### src/hdl/cmos_region_checksum_check_defines.svh
// assertion helpers used by the checksum checker core
`ifndef CMOS_REGION_CHECKSUM_CHECK_DEFINES_SVH
`define CMOS_REGION_CHECKSUM_CHECK_DEFINES_SVH

// same-cycle implication, disabled while in reset
`define CRS_ASSERT_NOW(label, ante, cons, msg) \
    label: assert property (@(posedge clk) disable iff (!rst_n) (ante) |-> (cons)) \
        else $error(msg);

// next-cycle implication, disabled while in reset
`define CRS_ASSERT_NEXT(label, ante, cons, msg) \
    label: assert property (@(posedge clk) disable iff (!rst_n) (ante) |=> (cons)) \
        else $error(msg);

`endif

### src/hdl/crs_pkg.sv
package crs_pkg;

    typedef enum logic [1:0] {
        MODE_BYTE_SUM = 2'd0,
        MODE_WORD_SUM = 2'd1,
        MODE_NEG_SUM  = 2'd2,
        MODE_CRC      = 2'd3
    } mode_t;

    // configuration register indexes
    localparam logic CFG_MODE   = 1'b0;
    localparam logic CFG_LENGTH = 1'b1;

    // checksum length codes
    localparam logic [1:0] LEN_NONE = 2'd0;
    localparam logic [1:0] LEN_ONE  = 2'd1;

    localparam mode_t      MODE_RESET   = MODE_WORD_SUM;
    localparam logic [1:0] LENGTH_RESET = 2'd2;

    localparam logic [15:0] CRC_POLY  = 16'hA001;
    localparam logic [15:0] CRC_TOP   = 16'h8000;
    localparam int          CRC_STEPS = 7;

    typedef struct packed {
        logic [7:0]  data_byte;
        logic        last_byte;
        logic [15:0] stored_checksum;
    } in_item_t;

    // xor in the byte, then seven shift steps
    function automatic logic [15:0] crc_fold(input logic [15:0] acc, input logic [7:0] b);
        logic [15:0] v;
        logic        out_bit;
        v = acc ^ {8'h00, b};
        for (int k = 0; k < CRC_STEPS; k++)
        begin
            out_bit = v[0];
            v = v >> 1;
            if (out_bit)
            begin
                v = (v | CRC_TOP) ^ CRC_POLY;
            end
        end
        return v;
    endfunction

endpackage

### src/hdl/cmos_region_checksum_check.sv
// region checksum checker: takes one region byte per transfer on the slave stream,
// folds it into a 16-bit accumulator (byte sum, word sum, negated word sum or a
// crc-like seven-step shift with 0xa001) and, on the transfer marked by tlast, sends
// one result transfer with the computed checksum and a mismatch flag against the
// stored checksum carried by that same transfer. non-final bytes give no result.
// throughput is one byte per clock unless a final byte waits on the result register. a result
// passes the input register slice, then the result register. the accumulator clears after each
// final byte. the user must write mode and length through the config port only while the stream
// is idle; the block does not enforce it. reset selects word sum and a two-byte stored checksum
module cmos_region_checksum_check
    import crs_pkg::*;
(
    input  logic        clk,
    input  logic        rst_n,
    // configuration writes
    input  logic        cfg_wr_en,
    input  logic        cfg_addr,
    input  logic [1:0]  cfg_wdata,
    // region bytes
    input  logic        s_axis_tvalid,
    output logic        s_axis_tready,
    input  logic [23:0] s_axis_tdata,   // [7:0] data_byte, [23:8] stored_checksum
    input  logic        s_axis_tlast,   // last_byte
    // check result
    output logic        m_axis_tvalid,
    input  logic        m_axis_tready,
    output logic [23:0] m_axis_tdata    // [15:0] checksum, [16] mismatch, rest zero
);

    mode_t       mode_reg;
    logic [1:0]  length_reg;
    in_item_t    in_item;
    in_item_t    item;
    logic        item_valid;
    logic        item_ready;
    logic [15:0] checksum;
    logic        mismatch;

    // config registers; the user writes them only while idle, the block does not enforce it
    always_ff @(posedge clk or negedge rst_n)
    begin
        if (!rst_n)
        begin
            mode_reg   <= MODE_RESET;
            length_reg <= LENGTH_RESET;
        end
        else if (cfg_wr_en)
        begin
            unique case (cfg_addr)
                CFG_MODE:   mode_reg   <= mode_t'(cfg_wdata);
                CFG_LENGTH: length_reg <= cfg_wdata;
                default:    length_reg <= length_reg;
            endcase
        end
    end

    assign in_item.data_byte       = s_axis_tdata[7:0];
    assign in_item.last_byte       = s_axis_tlast;
    assign in_item.stored_checksum = s_axis_tdata[23:8];

    // input register slice
    crs_in_stage u_in_stage (
        .clk        (clk),
        .rst_n      (rst_n),
        .in_valid   (s_axis_tvalid),
        .in_ready   (s_axis_tready),
        .in_item    (in_item),
        .item_valid (item_valid),
        .item_ready (item_ready),
        .item       (item)
    );

    // accumulator, finalize and compare, result register
    crs_core u_core (
        .clk             (clk),
        .rst_n           (rst_n),
        .mode            (mode_reg),
        .checksum_length (length_reg),
        .item_valid      (item_valid),
        .item_ready      (item_ready),
        .item            (item),
        .out_valid       (m_axis_tvalid),
        .out_ready       (m_axis_tready),
        .checksum        (checksum),
        .mismatch        (mismatch)
    );

    assign m_axis_tdata = {7'b0000000, mismatch, checksum};

endmodule

### src/hdl/crs_in_stage.sv
module crs_in_stage
    import crs_pkg::*;
(
    input  logic     clk,
    input  logic     rst_n,
    input  logic     in_valid,
    output logic     in_ready,
    input  in_item_t in_item,
    output logic     item_valid,
    input  logic     item_ready,
    output in_item_t item
);

    logic     valid_reg;
    logic     valid_next;
    in_item_t item_reg;

    // register slice: refill in the same cycle the held item moves on
    assign in_ready   = !valid_reg || item_ready;
    assign valid_next = in_ready ? in_valid : valid_reg;

    always_ff @(posedge clk or negedge rst_n)
    begin
        if (!rst_n)
        begin
            valid_reg <= 1'b0;
        end
        else
        begin
            valid_reg <= valid_next;
        end
    end

    always_ff @(posedge clk)
    begin
        if (in_ready && in_valid)
        begin
            item_reg <= in_item;
        end
    end

    assign item_valid = valid_reg;
    assign item       = item_reg;

endmodule

### src/hdl/crs_core.sv
`include "cmos_region_checksum_check_defines.svh"

module crs_core
    import crs_pkg::*;
(
    input  logic        clk,
    input  logic        rst_n,
    input  mode_t       mode,
    input  logic [1:0]  checksum_length,
    input  logic        item_valid,
    output logic        item_ready,
    input  in_item_t    item,
    output logic        out_valid,
    input  logic        out_ready,
    output logic [15:0] checksum,
    output logic        mismatch
);

    logic [15:0] acc_reg;
    logic [15:0] acc_next;
    logic [15:0] folded;
    logic [15:0] result;
    logic [15:0] expect_val;
    logic        out_valid_reg;
    logic        out_valid_next;
    logic [15:0] checksum_reg;
    logic        mismatch_reg;
    logic        out_free;
    logic        consume;
    logic        finish;

    // only a final byte needs room in the result register
    assign out_free   = !out_valid_reg || out_ready;
    assign item_ready = !item.last_byte || out_free;
    assign consume    = item_valid && item_ready;
    assign finish     = consume && item.last_byte;

    always_comb
    begin
        if (mode == MODE_CRC)
        begin
            folded = crc_fold(acc_reg, item.data_byte);
        end
        else
        begin
            folded = acc_reg + {8'h00, item.data_byte};
        end
    end

    always_comb
    begin
        unique case (mode)
            MODE_BYTE_SUM: result = {8'h00, folded[7:0]};
            MODE_NEG_SUM:  result = (~folded) + 16'd1;
            MODE_WORD_SUM: result = folded;
            MODE_CRC:      result = folded;
            default:       result = folded;
        endcase
    end

    always_comb
    begin
        priority if (checksum_length == LEN_NONE)
        begin
            expect_val = 16'h0000;
        end
        else if (checksum_length == LEN_ONE)
        begin
            expect_val = {8'h00, item.stored_checksum[7:0]};
        end
        else
        begin
            expect_val = item.stored_checksum;
        end
    end

    always_comb
    begin
        acc_next = acc_reg;
        if (consume)
        begin
            acc_next = item.last_byte ? 16'h0000 : folded;
        end
    end

    always_comb
    begin
        out_valid_next = out_valid_reg;
        if (finish)
        begin
            out_valid_next = 1'b1;
        end
        else if (out_ready)
        begin
            out_valid_next = 1'b0;
        end
    end

    always_ff @(posedge clk or negedge rst_n)
    begin
        if (!rst_n)
        begin
            acc_reg       <= 16'h0000;
            out_valid_reg <= 1'b0;
        end
        else
        begin
            acc_reg       <= acc_next;
            out_valid_reg <= out_valid_next;
        end
    end

    always_ff @(posedge clk)
    begin
        if (finish)
        begin
            checksum_reg <= result;
            mismatch_reg <= (expect_val != result);
        end
    end

    assign out_valid = out_valid_reg;
    assign checksum  = checksum_reg;
    assign mismatch  = mismatch_reg;

    `CRS_ASSERT_NEXT(acc_clear_after_last, finish, acc_reg == 16'h0000, "accumulator not cleared after final byte")
    `CRS_ASSERT_NOW(result_from_last, $rose(out_valid_reg), $past(finish), "result appeared without a final byte")
    `CRS_ASSERT_NEXT(byte_mode_high_zero, finish && (mode == MODE_BYTE_SUM), checksum_reg[15:8] == 8'h00, "byte sum result not zero-extended")

endmodule

### config.mk
export PLATFORM = sky130hd
export DESIGN_NAME = cmos_region_checksum_check
export DESIGN_NICKNAME = d
export VERILOG_FILES = /design/src/hdl/crs_pkg.sv /design/src/hdl/cmos_region_checksum_check.sv /design/src/hdl/crs_in_stage.sv /design/src/hdl/crs_core.sv
export VERILOG_INCLUDE_DIRS = /design/src /design/src/hdl
export SDC_FILE = /design/constraint.sdc
export NUM_CORES = 1
export LEC_CHECK = 0
export ABC_AREA = 1
export BUFFER_PORTS_ARGS = -buffer_cell sky130_fd_sc_hd__buf_2
export CAP_MARGIN = 20
export CORE_ASPECT_RATIO = 1.25
export CORE_MARGIN = 4
export CORE_UTILIZATION = 38
export CTS_BUF_LIST = sky130_fd_sc_hd__clkbuf_8
export DETAILED_ROUTE_END_ITERATION = 7
export GPL_ROUTABILITY_DRIVEN = 0
export GPL_TIMING_DRIVEN = 0
export PLACE_DENSITY_LB_ADDON = 0.05
export SLEW_MARGIN = 20
export SYNTH_ARGS = -nofsm -noshare
export SYNTH_HDL_FRONTEND = slang
export SYNTH_SLANG_ARGS = --single-unit
### constraint.sdc
create_clock -name clk -period 4.3 [get_ports clk]
set_input_delay 0.43 -clock clk [delete_from_list [all_inputs] [get_ports clk]]
set_output_delay 0.43 -clock clk [all_outputs]
set_load 0.02 [all_outputs]
==> metrics <==
CTS tree=built; worst skew pair latency=approximately 350 ps; Worst EP arrival=~4000 ps; CTS root buf=clkbuf_8; power per standard cell area=between 500 and 600 nW/um2; io pins=approximately 60; 1st-iter DRT viols=120; layout filler cell count=1090; synth top area cells=edfxtp_1, nand2_1, dfrtp_1, nand3_1, inv_1; Hold Crit Class=in2async; Die X=around 100 um; 1st-pass router iterations=4; Hold WS=50.9 ps; DP HPWL=between 8000 and 9000 um; Cell Area, Synth=slightly above 4000 um2; CTS sink count=64; clock transition at the registers of the reported paths=approximately 80 ps; Slowest cell on crit path=dfrtp_1; sequential area share after synthesis=about 44%; delay of the slowest critical-path stage=roughly 410 ps; Synth Flop Type=edfxtp_1; Required @ worst endpoint=4380 ps; critical path depth=28; Post-Route Utilization=around 46%; largest net degree at the start of global routing=26; worst setup path startpoint=u_core.acc_reg[2]; DRC Markers=0; gr usage total=between 15 and 20%; RSZ-0062 raised after global routing=no; dpl ws=~140 ps; Synth cell types=34; Rel. slew slack=between 30% and 40%; maximum clock rate=255 MHz; Diodes inserted=0; Synth top area share=between 30 and 40%; final worst path period need=around 3900 ps; reg2reg start=u_core.acc_reg[2]; Final Hold Viols=0; count leader, synth=nand2_1; wire length per cell=roughly 14 um; max reg flops=25; synth warn=0; Max Slew Vio Count=0; EDFF count, synth=42; Post-Synthesis Cells=about 550; CP Launch Type=register; final wirelength=10600 um; # hold bufs at CTS=0; Leak=between 2 and 2.5 nW; Via Count=around 3.7k; Final WS setup=roughly 380 ps; Detail Route Antenna Nets=0; Setup CP Type=reg2reg; std cell rows=between 40 and 50; Vias per Instance=between 4 and 5; Die H=around 120 um; r2r setup slk=~380 ps; Initial Utilization=just under 40%; H-tree levels=3; VDD IR-drop max=about 240 uV; Max Buffers Root-to-Sink=2; port bufs=between 50 and 60; Max-cap violations=0; top cell family by delay on the critical path=simple AND/OR/NAND/NOR gates; worst reg-to-reg path cell count=28; Yosys top cell by area=edfxtp_1; mean post-synth cell area=approximately 7.6 um2; die area=between 10000 and 15000 um2; Area Overhead vs Synth=18.7%; share of flip-flops with an asynchronous set or reset=around 34%; crit-path max FO=9; Worst Setup End Kind=register; initial antenna violation count=0; Worst Skew=between 9 and 10 ps; CTS Buf Count=9; Core ar.=roughly 11000 um2; Final #Nets=approximately 660; first-pass GRT wire length=17500 um; Yosys reg bits=64; reg-to-reg endpoint=u_core.mismatch; setup TNS=0 ps; layout cells sized above 1=a little over a fifth; period utilization=91.3%; final setup fails=0; Worst Tran Pin Value=slightly below 1000 ps; Worst Path Buf+Inv=4; GRT overflow=0; vias in the first global route=between 3k and 4k; Commonest cells post-synth=nand2_1, inv_1, nand3_1; outcome=finished, final reports clean
==> area by class of cell <==
cell class / count / area (um2) / share of cell area, %
sequential: 64 / 1810 / 37.1
inverter: 85 / 319 / 6.53
clock inverter: 6 / 91.3 / 1.87
multi-input combinational: 386 / 1980 / 40.6
timing repair buffer: 53 / 270 / 5.53
tap: 132 / 165 / 3.38
clock buffer: 10 / 138 / 2.81
buffer: 16 / 108 / 2.20
==> routing by layer <==
metal	global-route usage, %	share of wire, %	up-vias
met5	0	0	-
met1	21.8	44	1648
met3	3.87	3.6	27
met4	8.29	3.9	0
met2	29.2	48	82
li1	-	-	1916
==> how the worst max path moves through the flow <==
stage | to
floorplan | u_core.mismatch
global placement | u_core.mismatch
detailed placement | u_core.mismatch
CTS | u_core.mismatch
global route | u_core.mismatch
finish | u_core.mismatch
==> metrics by stage <==
stage,cell area [um2],std cells,power (mW)
floorplan,4140,551,1.66
global placement,4560,734,1.95
detailed placement,4560,734,1.96
CTS,4790,750,2.57
global route,4890,752,2.83
finish,4890,752,2.61
==> cells in the final DEF, fill, tap and decap left out, drive strengths merged <==
master	count
inv	84
nand3b	1
ha	9
nor3	1
a21oi	7
fa	1
edfxtp	42
nand2	188
nand3	85
conb	7
nor2	32
clkinv	5
nand4	18
o21ai	22
or2	1
dfstp	2
o22ai	9
clkbuf	12
buf	67
xnor2	2
dfrtp	20
bufinv	2
and3	1
nor3b	1
xor2	1
==> timing repair <==
item                       in CTS  in global routing
setup endpoints to repair       0                  1
setup buffers                   0                  2
gates resized for setup         0                 14
==> power by group <==
group	leakage, nW	internal [mW]	switching, mW	total [mW]
registers	0.683	0.763	0.0597	0.823
clock network	0.117	0.345	0.252	0.597
logic	1.63	0.378	0.810	1.19
total	2.43	1.49	1.12	2.61
==> cells by family (layout without fill, tap and decap cells) <==
| kind of cell | count (synthesis) | in the layout | synth area share [%] |
|---|---|---|---|
| AO/OA/AOI/OAI | 38 | 38 | 4.98 |
| XOR/XNOR | 3 | 3 | 0.638 |
| adder cells (fa/ha/maj) | 10 | 10 | 3.22 |
| buffers and inverters | 101 | 170 | 10.4 |
| flip-flops | 64 | 64 | 44.0 |
| other | 1 | 7 | 0.0910 |
| AND/OR/NAND/NOR | 328 | 328 | 36.7 |
(Power assumes the default switching activity.)
